[src/rtl/pbrr_pkg.sv]
`default_nettype none
package pbrr_pkg;

  localparam int FRAC_BITS  = 24;
  localparam int COUNT_BITS = 14;

  localparam int BR_W      = FRAC_BITS + 1;
  localparam int AR_W      = FRAC_BITS + 2;
  localparam int FRAME_W   = 4;
  localparam int MAXP_W    = 14;
  localparam int HARD_W    = 14;
  localparam int UMULT_W   = 16;
  localparam int DMULT_W   = 15;
  localparam int CFG_W     = 16;
  localparam int IDX_W     = 8;
  localparam int MULT_FRAC = 14;
  localparam int MB_W      = MAXP_W + 3;
  localparam int PROD_W    = AR_W + MB_W;
  localparam int DEN_W     = COUNT_BITS + 4;
  localparam int CNT_W     = $clog2(PROD_W);
  localparam int MULB_W    = BR_W;
  localparam int MPROD_W   = AR_W + MULB_W;
  localparam int RECIP_SH  = FRAC_BITS + 4;

  localparam longint ONE_L   = longint'(1) << FRAC_BITS;
  localparam longint NUDGE_L = (ONE_L * 125 + 50000) / 100000;
  localparam longint TINY_RL = (ONE_L + 5000000) / 10000000;
  localparam longint TINY_L  = (TINY_RL != 0) ? TINY_RL : 1;
  localparam longint RECIP_L = ((longint'(1) << RECIP_SH) + 9) / 10;

  localparam logic [BR_W-1:0] ONE_Q      = {1'b1, {FRAC_BITS{1'b0}}};
  localparam logic [BR_W-1:0] NUDGE_Q    = BR_W'(NUDGE_L);
  localparam logic [BR_W-1:0] TINY_Q     = BR_W'(TINY_L);
  localparam logic [BR_W-1:0] ONE_TENTH  = BR_W'(ONE_L / 10);
  localparam logic [AR_W-1:0] ADAPT_MAX  = {AR_W{1'b1}};
  localparam logic [AR_W-1:0] ADAPT_TWO  = AR_W'(ONE_L * 2);
  localparam logic [AR_W-1:0] ADAPT_LOW  = AR_W'(ONE_L / 32);
  localparam logic [AR_W-1:0] BURST_RST  = AR_W'(ONE_L / 2);
  localparam logic [AR_W-1:0] ADAPT_RST  = AR_W'(ONE_L / 16);
  localparam logic [MULB_W-1:0] RECIP_TEN = MULB_W'(RECIP_L);

  localparam logic [MAXP_W-1:0]  MAXP_MIN  = MAXP_W'(2);
  localparam logic [MAXP_W-1:0]  MAXP_MAX  = MAXP_W'(8192);
  localparam logic [MAXP_W-1:0]  MAXP_RST  = MAXP_W'(4096);
  localparam logic [HARD_W-1:0]  HARD_RST  = HARD_W'(8192);
  localparam logic [UMULT_W-1:0] UMULT_RST = UMULT_W'(18022);
  localparam logic [DMULT_W-1:0] DMULT_RST = DMULT_W'(14895);

  localparam logic [IDX_W-1:0] REG_MAX_PARTICLES   = IDX_W'(0);
  localparam logic [IDX_W-1:0] REG_HARD_LIMIT      = IDX_W'(1);
  localparam logic [IDX_W-1:0] REG_ADAPT_UP_MULT   = IDX_W'(2);
  localparam logic [IDX_W-1:0] REG_ADAPT_DOWN_MULT = IDX_W'(3);

  typedef struct packed {
    logic [FRAME_W-1:0]    frame_low;
    logic [COUNT_BITS-1:0] particle_count;
  } in_req_t;

  typedef struct packed {
    logic [BR_W-1:0] burst_rate_out;
    logic [AR_W-1:0] adaptive_rate_out;
    logic            updated;
  } out_req_t;

endpackage
`default_nettype wire

[src/rtl/particle_burst_rate_regulator.sv]
`default_nettype none
// Frame-tick rate regulator. Each request carries the low frame bits and the
// live particle count and returns one result with the burst rate (Q1.24) and
// the adaptive rate (Q2.24); on frames whose low bits are zero both rates are
// updated first and the result has updated set. One request is in work at a
// time and the block is not ready meanwhile. A frame without update goes from
// acceptance straight to the output step. An update frame scales the adaptive
// rate and then goes to the output step when the burst rate is set directly
// (count at the hard limit, zero count, tiny rate); otherwise it runs one 43-step
// restoring divider for the burst ratio; one 26x25 multiplier is shared by the
// adaptive scaling, the ratio numerator and the tenth of the larger rate
// (reciprocal multiply). While the output register still holds an untaken
// result, a finished request waits in its last step. Configuration writes are
// taken at once; the user is to make them only while the block is idle (not enforced).
module particle_burst_rate_regulator (
  input  wire logic              clk,
  input  wire logic              rst_n,
  input  wire logic              in_valid,
  output logic                   in_ready,
  input  wire pbrr_pkg::in_req_t in_data,
  output logic                   out_valid,
  input  wire logic              out_ready,
  output pbrr_pkg::out_req_t     out_data,
  input  wire logic                          cfg_we,
  input  wire logic [pbrr_pkg::IDX_W-1:0]    cfg_index,
  input  wire logic [pbrr_pkg::CFG_W-1:0]    cfg_wdata
);
  import pbrr_pkg::*;

  typedef enum logic [9:0] {
    S_IDLE   = 10'b00_0000_0001,
    S_MUL_A  = 10'b00_0000_0010,
    S_ADAPT  = 10'b00_0000_0100,
    S_MUL_B  = 10'b00_0000_1000,
    S_LOAD_Q = 10'b00_0001_0000,
    S_DIV_Q  = 10'b00_0010_0000,
    S_LOAD_T = 10'b00_0100_0000,
    S_MUL_T  = 10'b00_1000_0000,
    S_APPLY  = 10'b01_0000_0000,
    S_OUT    = 10'b10_0000_0000
  } state_t;

  state_t               state_r, state_nxt;
  logic [MAXP_W-1:0]    max_r;
  logic [HARD_W-1:0]    hard_r;
  logic [UMULT_W-1:0]   umult_r;
  logic [DMULT_W-1:0]   dmult_r;
  logic [BR_W-1:0]      burst_r, burst_nxt;
  logic [AR_W-1:0]      adapt_r, adapt_nxt;
  logic [COUNT_BITS-1:0] count_r;
  logic                 upd_r;
  logic [MPROD_W-1:0]   prod_r;
  logic [PROD_W-1:0]    quo_r, quo_nxt;
  logic [DEN_W-1:0]     rem_r, rem_nxt;
  logic [DEN_W-1:0]     den_r, den_nxt;
  logic [CNT_W-1:0]     dcnt_r, dcnt_nxt;
  logic [BR_W-1:0]      nr_r, nr_nxt;
  logic                 out_valid_r;
  out_req_t             out_data_r;

  logic [MAXP_W-1:0]    cfg_maxp;
  logic [AR_W-1:0]      mul_a;
  logic [MULB_W-1:0]    mul_b;
  logic [MB_W-1:0]      max9;
  logic [DEN_W-1:0]     count10;
  logic [MB_W+1:0]      cnt8, max7, cnt2;
  logic                 up_c, dn_c;
  logic [MPROD_W:0]     rnd;
  logic [MPROD_W:0]     adapt_p;
  logic [DEN_W:0]       shifted, trial;
  logic [BR_W:0]        nudge_sum;
  logic [BR_W-1:0]      nr_c, big, th0, th;
  logic signed [BR_W+1:0] d, th_s, dc, half;
  logic signed [BR_W+2:0] r;

  assign in_ready  = (state_r == S_IDLE);
  assign out_valid = out_valid_r;
  assign out_data  = out_data_r;

  always_comb begin
    cfg_maxp = cfg_wdata[MAXP_W-1:0];
    if (cfg_maxp < MAXP_MIN) begin
      cfg_maxp = MAXP_MIN;
    end else if (cfg_maxp > MAXP_MAX) begin
      cfg_maxp = MAXP_MAX;
    end
  end

  assign max9    = (MB_W'(max_r) << 3) + MB_W'(max_r);
  assign count10 = (DEN_W'(count_r) << 3) + (DEN_W'(count_r) << 1);
  assign cnt8    = (MB_W+2)'(count_r) << 3;
  assign cnt2    = (MB_W+2)'(count_r) << 1;
  assign max7    = ((MB_W+2)'(max_r) << 3) - (MB_W+2)'(max_r);
  assign up_c    = (cnt8 > max7) && (adapt_r < ADAPT_TWO);
  assign dn_c    = (cnt2 < (MB_W+2)'(max_r)) && (adapt_r > ADAPT_LOW);

  always_comb begin
    if (state_r == S_MUL_B) begin
      mul_a = AR_W'(burst_r);
      mul_b = MULB_W'(max9);
    end else if (state_r == S_MUL_T) begin
      mul_a = AR_W'(big);
      mul_b = RECIP_TEN;
    end else if (up_c) begin
      mul_a = adapt_r;
      mul_b = MULB_W'(umult_r);
    end else begin
      mul_a = adapt_r;
      mul_b = MULB_W'(dmult_r);
    end
  end

  assign rnd     = {1'b0, prod_r} + (MPROD_W+1)'(1 << (MULT_FRAC - 1));
  assign adapt_p = rnd >> MULT_FRAC;

  assign shifted = {rem_r, quo_r[PROD_W-1]};
  assign trial   = shifted - {1'b0, den_r};

  assign nudge_sum = {1'b0, burst_r} + {1'b0, NUDGE_Q};
  assign nr_c      = (quo_r > PROD_W'(ONE_Q)) ? ONE_Q : quo_r[BR_W-1:0];
  assign big       = (nr_r > burst_r) ? nr_r : burst_r;
  assign th0       = BR_W'(prod_r >> RECIP_SH);
  assign th        = (th0 > ONE_TENTH) ? ONE_TENTH : th0;
  assign th_s      = $signed({2'b00, th});
  assign d         = $signed({2'b00, nr_r}) - $signed({2'b00, burst_r});

  always_comb begin
    if (d > th_s) begin
      dc = th_s;
    end else if (d < -th_s) begin
      dc = -th_s;
    end else begin
      dc = d;
    end
    half = (dc + $signed((BR_W+2)'(dc[BR_W+1]))) >>> 1;
    r    = $signed({3'b000, burst_r}) + $signed({half[BR_W+1], half});
  end

  always_comb begin
    state_nxt = state_r;
    burst_nxt = burst_r;
    adapt_nxt = adapt_r;
    quo_nxt   = quo_r;
    rem_nxt   = rem_r;
    den_nxt   = den_r;
    dcnt_nxt  = dcnt_r;
    nr_nxt    = nr_r;
    case (state_r)
      S_IDLE: begin
        if (in_valid) begin
          state_nxt = (in_data.frame_low == '0) ? S_MUL_A : S_OUT;
        end
      end
      S_MUL_A: begin
        state_nxt = S_ADAPT;
      end
      S_ADAPT: begin
        if (up_c || dn_c) begin
          adapt_nxt = (adapt_p > (MPROD_W+1)'(ADAPT_MAX)) ? ADAPT_MAX : adapt_p[AR_W-1:0];
        end
        state_nxt = S_OUT;
        if (count_r >= COUNT_BITS'(hard_r)) begin
          burst_nxt = '0;
        end else if (count_r == '0) begin
          burst_nxt = (nudge_sum > {1'b0, ONE_Q}) ? ONE_Q : nudge_sum[BR_W-1:0];
        end else if (burst_r <= TINY_Q) begin
          burst_nxt = burst_r + TINY_Q;
        end else begin
          state_nxt = S_MUL_B;
        end
      end
      S_MUL_B: begin
        state_nxt = S_LOAD_Q;
      end
      S_LOAD_Q: begin
        quo_nxt   = prod_r[PROD_W-1:0];
        rem_nxt   = '0;
        den_nxt   = count10;
        dcnt_nxt  = '0;
        state_nxt = S_DIV_Q;
      end
      S_DIV_Q: begin
        quo_nxt = {quo_r[PROD_W-2:0], ~trial[DEN_W]};
        rem_nxt = trial[DEN_W] ? shifted[DEN_W-1:0] : trial[DEN_W-1:0];
        dcnt_nxt = dcnt_r + CNT_W'(1);
        if (dcnt_r == CNT_W'(PROD_W - 1)) begin
          state_nxt = S_LOAD_T;
        end
      end
      S_LOAD_T: begin
        nr_nxt    = nr_c;
        state_nxt = S_MUL_T;
      end
      S_MUL_T: begin
        state_nxt = S_APPLY;
      end
      S_APPLY: begin
        if (r < 0) begin
          burst_nxt = '0;
        end else if (r > $signed({3'b000, ONE_Q})) begin
          burst_nxt = ONE_Q;
        end else begin
          burst_nxt = r[BR_W-1:0];
        end
        state_nxt = S_OUT;
      end
      S_OUT: begin
        if (!out_valid_r || out_ready) begin
          state_nxt = S_IDLE;
        end
      end
      default: begin
        state_nxt = S_IDLE;
      end
    endcase
  end

  always_ff @(posedge clk) begin
    if (!rst_n) begin
      state_r     <= S_IDLE;
      max_r       <= MAXP_RST;
      hard_r      <= HARD_RST;
      umult_r     <= UMULT_RST;
      dmult_r     <= DMULT_RST;
      burst_r     <= BURST_RST[BR_W-1:0];
      adapt_r     <= ADAPT_RST;
      out_valid_r <= 1'b0;
    end else begin
      state_r <= state_nxt;
      burst_r <= burst_nxt;
      adapt_r <= adapt_nxt;
      if (cfg_we) begin
        case (cfg_index)
          REG_MAX_PARTICLES:   max_r   <= cfg_maxp;
          REG_HARD_LIMIT:      hard_r  <= cfg_wdata[HARD_W-1:0];
          REG_ADAPT_UP_MULT:   umult_r <= cfg_wdata[UMULT_W-1:0];
          REG_ADAPT_DOWN_MULT: dmult_r <= cfg_wdata[DMULT_W-1:0];
          default: begin
          end
        endcase
      end
      if (state_r == S_OUT && (!out_valid_r || out_ready)) begin
        out_valid_r <= 1'b1;
      end else if (out_ready) begin
        out_valid_r <= 1'b0;
      end
    end
  end

  always_ff @(posedge clk) begin
    quo_r  <= quo_nxt;
    rem_r  <= rem_nxt;
    den_r  <= den_nxt;
    dcnt_r <= dcnt_nxt;
    nr_r   <= nr_nxt;
    if (state_r == S_IDLE && in_valid) begin
      count_r <= in_data.particle_count;
      upd_r   <= (in_data.frame_low == '0);
    end
    if (state_r == S_MUL_A || state_r == S_MUL_B || state_r == S_MUL_T) begin
      prod_r <= mul_a * mul_b;
    end
    if (state_r == S_OUT && (!out_valid_r || out_ready)) begin
      out_data_r.burst_rate_out    <= burst_r;
      out_data_r.adaptive_rate_out <= adapt_r;
      out_data_r.updated           <= upd_r;
    end
  end

  a_burst_range: assert property (@(posedge clk) disable iff (!rst_n)
    burst_r <= ONE_Q)
    else $error("burst rate above one");

  a_maxp_range: assert property (@(posedge clk) disable iff (!rst_n)
    max_r >= MAXP_MIN && max_r <= MAXP_MAX)
    else $error("particle budget out of range");

  a_busy_after_accept: assert property (@(posedge clk) disable iff (!rst_n)
    in_valid && in_ready |=> !in_ready)
    else $error("request accepted while busy");

  a_div_rem: assert property (@(posedge clk) disable iff (!rst_n)
    (state_r == S_DIV_Q) |-> rem_r < den_r)
    else $error("divider remainder not below divisor");

endmodule
`default_nettype wire

[config.mk]
export PLATFORM = sky130hd
export DESIGN_NAME = particle_burst_rate_regulator
export DESIGN_NICKNAME = d
export VERILOG_FILES = /design/src/rtl/pbrr_pkg.sv /design/src/rtl/particle_burst_rate_regulator.sv
export SDC_FILE = /design/constraint.sdc
export NUM_CORES = 2
export LEC_CHECK = 0
export BUFFER_PORTS_ARGS = -buffer_cell sky130_fd_sc_hd__buf_4
export CAP_MARGIN = 30
export CORE_ASPECT_RATIO = 1.25
export CORE_MARGIN = 3
export CORE_UTILIZATION = 65
export CTS_CLUSTER_DIAMETER = 60
export CTS_CLUSTER_SIZE = 8
export DETAILED_ROUTE_END_ITERATION = 8
export PLACE_DENSITY_LB_ADDON = 0.1
export SYNTH_ARGS = -nofsm -noshare
export SYNTH_HDL_FRONTEND = slang
export SYNTH_SLANG_ARGS = --single-unit
[constraint.sdc]
create_clock -name clk -period 13.4 [get_ports clk]
set_clock_uncertainty 0.05 [all_clocks]
set_input_delay 0.67 -clock clk [delete_from_list [all_inputs] [get_ports clk]]
set_output_delay 0.67 -clock clk [all_outputs]
set_load 0.01 [all_outputs]
==> results.sh <==
export IMPL_grt_pass1_vias=38301
export IMPL_dp_hpwl_um=116000
export IMPL_core_mm2=0.0662
export IMPL_max_freq_mhz=78.4
export IMPL_vias_per_cell=6.38
export IMPL_cts_sinks=348
export IMPL_wire_per_inst_um=24.7
export IMPL_chipWidth_um=238
export IMPL_busiest_layer="met2"
export IMPL_htree_levels=2
export IMPL_grt_overflow=0
export IMPL_grt_util_met2=0.686
export IMPL_pin_count=101
export IMPL_grt_pass1_wl_um=222000
export IMPL_instances_no_fill=5937
export IMPL_design_area_mm2=0.0475
export IMPL_antenna_left=0
export IMPL_crit_arrival_ps=13070
export IMPL_layout_common_cells="inv_1, fa_1, nor2_1"
export IMPL_drt_iter0_drc=4170
export IMPL_fin_crit_ps=12760
export IMPL_max_stage_delay_ps=770
export IMPL_via_count=37890
export IMPL_synth_cell_types=105
export IMPL_cp_max_fo=12
export IMPL_synth_edff_count=227
export IMPL_ir_drop_mv=0.0881
export IMPL_die_y_um=297
export IMPL_nFillCells=5265
export IMPL_syn_area_mm2=0.0439
export IMPL_grt_max_degree=79
export IMPL_synth_flop_cell="edfxtp_1"
export IMPL_avgSynthCellArea_um2=8.81
export IMPL_regArea_mm2=0.00924
export IMPL_status="finished, final reports clean"
export IMPL_totalNegativeSetupSlack_ps=0
export IMPL_fin_crit_sh=0.952
export IMPL_groute_usage_overall=0.417
export IMPL_rows=105
export IMPL_hold_class="in2reg"
export IMPL_portBuffers=100
export IMPL_clk_pin_slew_ps=60
export IMPL_ys_seq_area_frac=0.210
export IMPL_insertion_delay_ps=630
export IMPL_crit_path_top_delay_cell="a22oi_2"
export IMPL_synthCells=4985
export IMPL_start_util=0.663
export IMPL_cp_required_ps=13710
export IMPL_hold_viol_final=0
export IMPL_power_uw=2830
export IMPL_maxSlewHeadroom=0.279
export IMPL_cts_buffers=53
export IMPL_cts_tree="built"
export IMPL_postSynth_asyncResetShare=0
export IMPL_synth_area_leader_cell="fa_1"
export IMPL_drc=0
export IMPL_place_congestion=1.10
export IMPL_p_per_area_mw_per_mm2=59.6
export IMPL_wirelength_um=146000
export IMPL_nets=5972
export IMPL_yosysTopAreaCellShare=0.205
export IMPL_use_met1=0.487
export IMPL_first_pass_iters=8
export IMPL_tightest_slew_ps=1080
export IMPL_place_area_mm2=0.0458
export IMPL_die_area_mm2=0.0707
export IMPL_root_buffer="clkbuf_16"
export IMPL_antenna_found_initial=2
export IMPL_end_kind="register"
export IMPL_grtUsageMet3=0.0865
export IMPL_synth_area_leaders="fa_1, edfxtp_1, ha_1"
export IMPL_multi_input_area_mm2=0.0310
export IMPL_worst_setup_path_type="reg2reg"
export IMPL_placed_cells=5836
export IMPL_area_growth_pct=8.18
export IMPL_setup_viol=0
export IMPL_drive_gt1_frac=0.0817
export IMPL_slew_viol_final=0
export IMPL_ys_seq_elements=348
export IMPL_clockBufferDepth=3
export IMPL_layout_commonest_cell="inv_1"
export IMPL_max_cap_violations=0
export IMPL_cpMostUsedCell="fa_1"
export IMPL_p_leak_uw=0.0219
export IMPL_rsz0062_at_grt="false"
export IMPL_startpoint_type="register"
export IMPL_ys_warn_count=0
[Yosys cell counts (107+ instances only)]
cell / instances
inv_1: 779
fa_1: 449
nor2_1: 442
ha_1: 438
nand2_1: 408
edfxtp_1: 227
a21oi_1: 216
o21ai_0: 213
clkbuf_1: 187
xnor2_1: 138
dfxtp_1: 121
nand3_1: 107
[routing by layer]
layer  up-vias  share of wire
met4         2          0.090
met1     18176           0.35
met5         -       0.000089
met3       654           0.10
met2      2176           0.46
li1      16882              -
[sequential cells by signal (all words and copies together) (netlist names), 15 cells and up]
register  count
dmult_r      15
quo_r        43
adapt_r      26
den_r        17
nr_r         25
out_data     52
burst_r      25
rem_r        18
umult_r      16
prod_r       51
[through the flow]
step,worst slack (ps),util,hold slack (ps)
finish,644,0.717,183
global placement,883,0.691,357
CTS,682,0.716,151
global route,63.4,0.717,166
detailed placement,653,0.692,361
floorplan,1900,-,350
[cell type report]
type	instances	area share
Antenna cell	2	0.000105
Multi-Input combinational cell	3641	0.653
Clock buffer	88	0.0318
Timing Repair Buffer	213	0.0345
Sequential cell	348	0.195
Inverter	781	0.0617
Tap cell	856	0.0226
Clock inverter	8	0.00195
[worst max-delay path: cells and delay by family, from the launching register on]
kind | cells | cell delay [ps]
AO/OA/AOI/OAI | 21 | 5280
XOR/XNOR | 1 | 80
adder cells (fa/ha/maj) | 10 | 4640
buffers and inverters | 5 | 300
flip-flops | 1 | 420
multiplexers | 1 | 390
AND/OR/NAND/NOR | 7 | 1350
[where the power goes]
part	total (uW)	internal (uW)	switching [uW]
Sequential	1180	1160	22.1
Clock	1290	767	523
Combinational	353	135	218
[worst paths after layout]
check / cells past startpoint / slack, ps / endpoint / from
worst min register to register: 0 / 370 / out_data[0] / upd_r
worst max register to register: 45 / 640 / prod_r[48] / max_r[3]
worst min-delay path: 1 / 180 / count_r[2] / in_data[2]
worst max-delay path: 45 / 640 / prod_r[48] / max_r[3]
[timing repair]
item / 4_1_cts / 5_1_grt
buffers inserted: 0 / 0
hold buffers: 0 / 0
gates resized for setup: 0 / 2
setup endpoints to repair: 0 / 3
[kinds of logic (layout without fill, tap and decap cells)]
family | after synthesis | count (layout) | share of synthesized area
flip-flops | 348 | 348 | 0.210
AND/OR/NAND/NOR | 1452 | 1452 | 0.158
XOR/XNOR | 197 | 197 | 0.0395
AO/OA/AOI/OAI | 976 | 976 | 0.146
other | 2 | 10 | 0.000171
buffers and inverters | 1002 | 1090 | 0.0873
adder cells (fa/ha/maj) | 887 | 887 | 0.330
multiplexers | 121 | 121 | 0.0291
No activity file was read; power rests on OpenSTA's default activity.
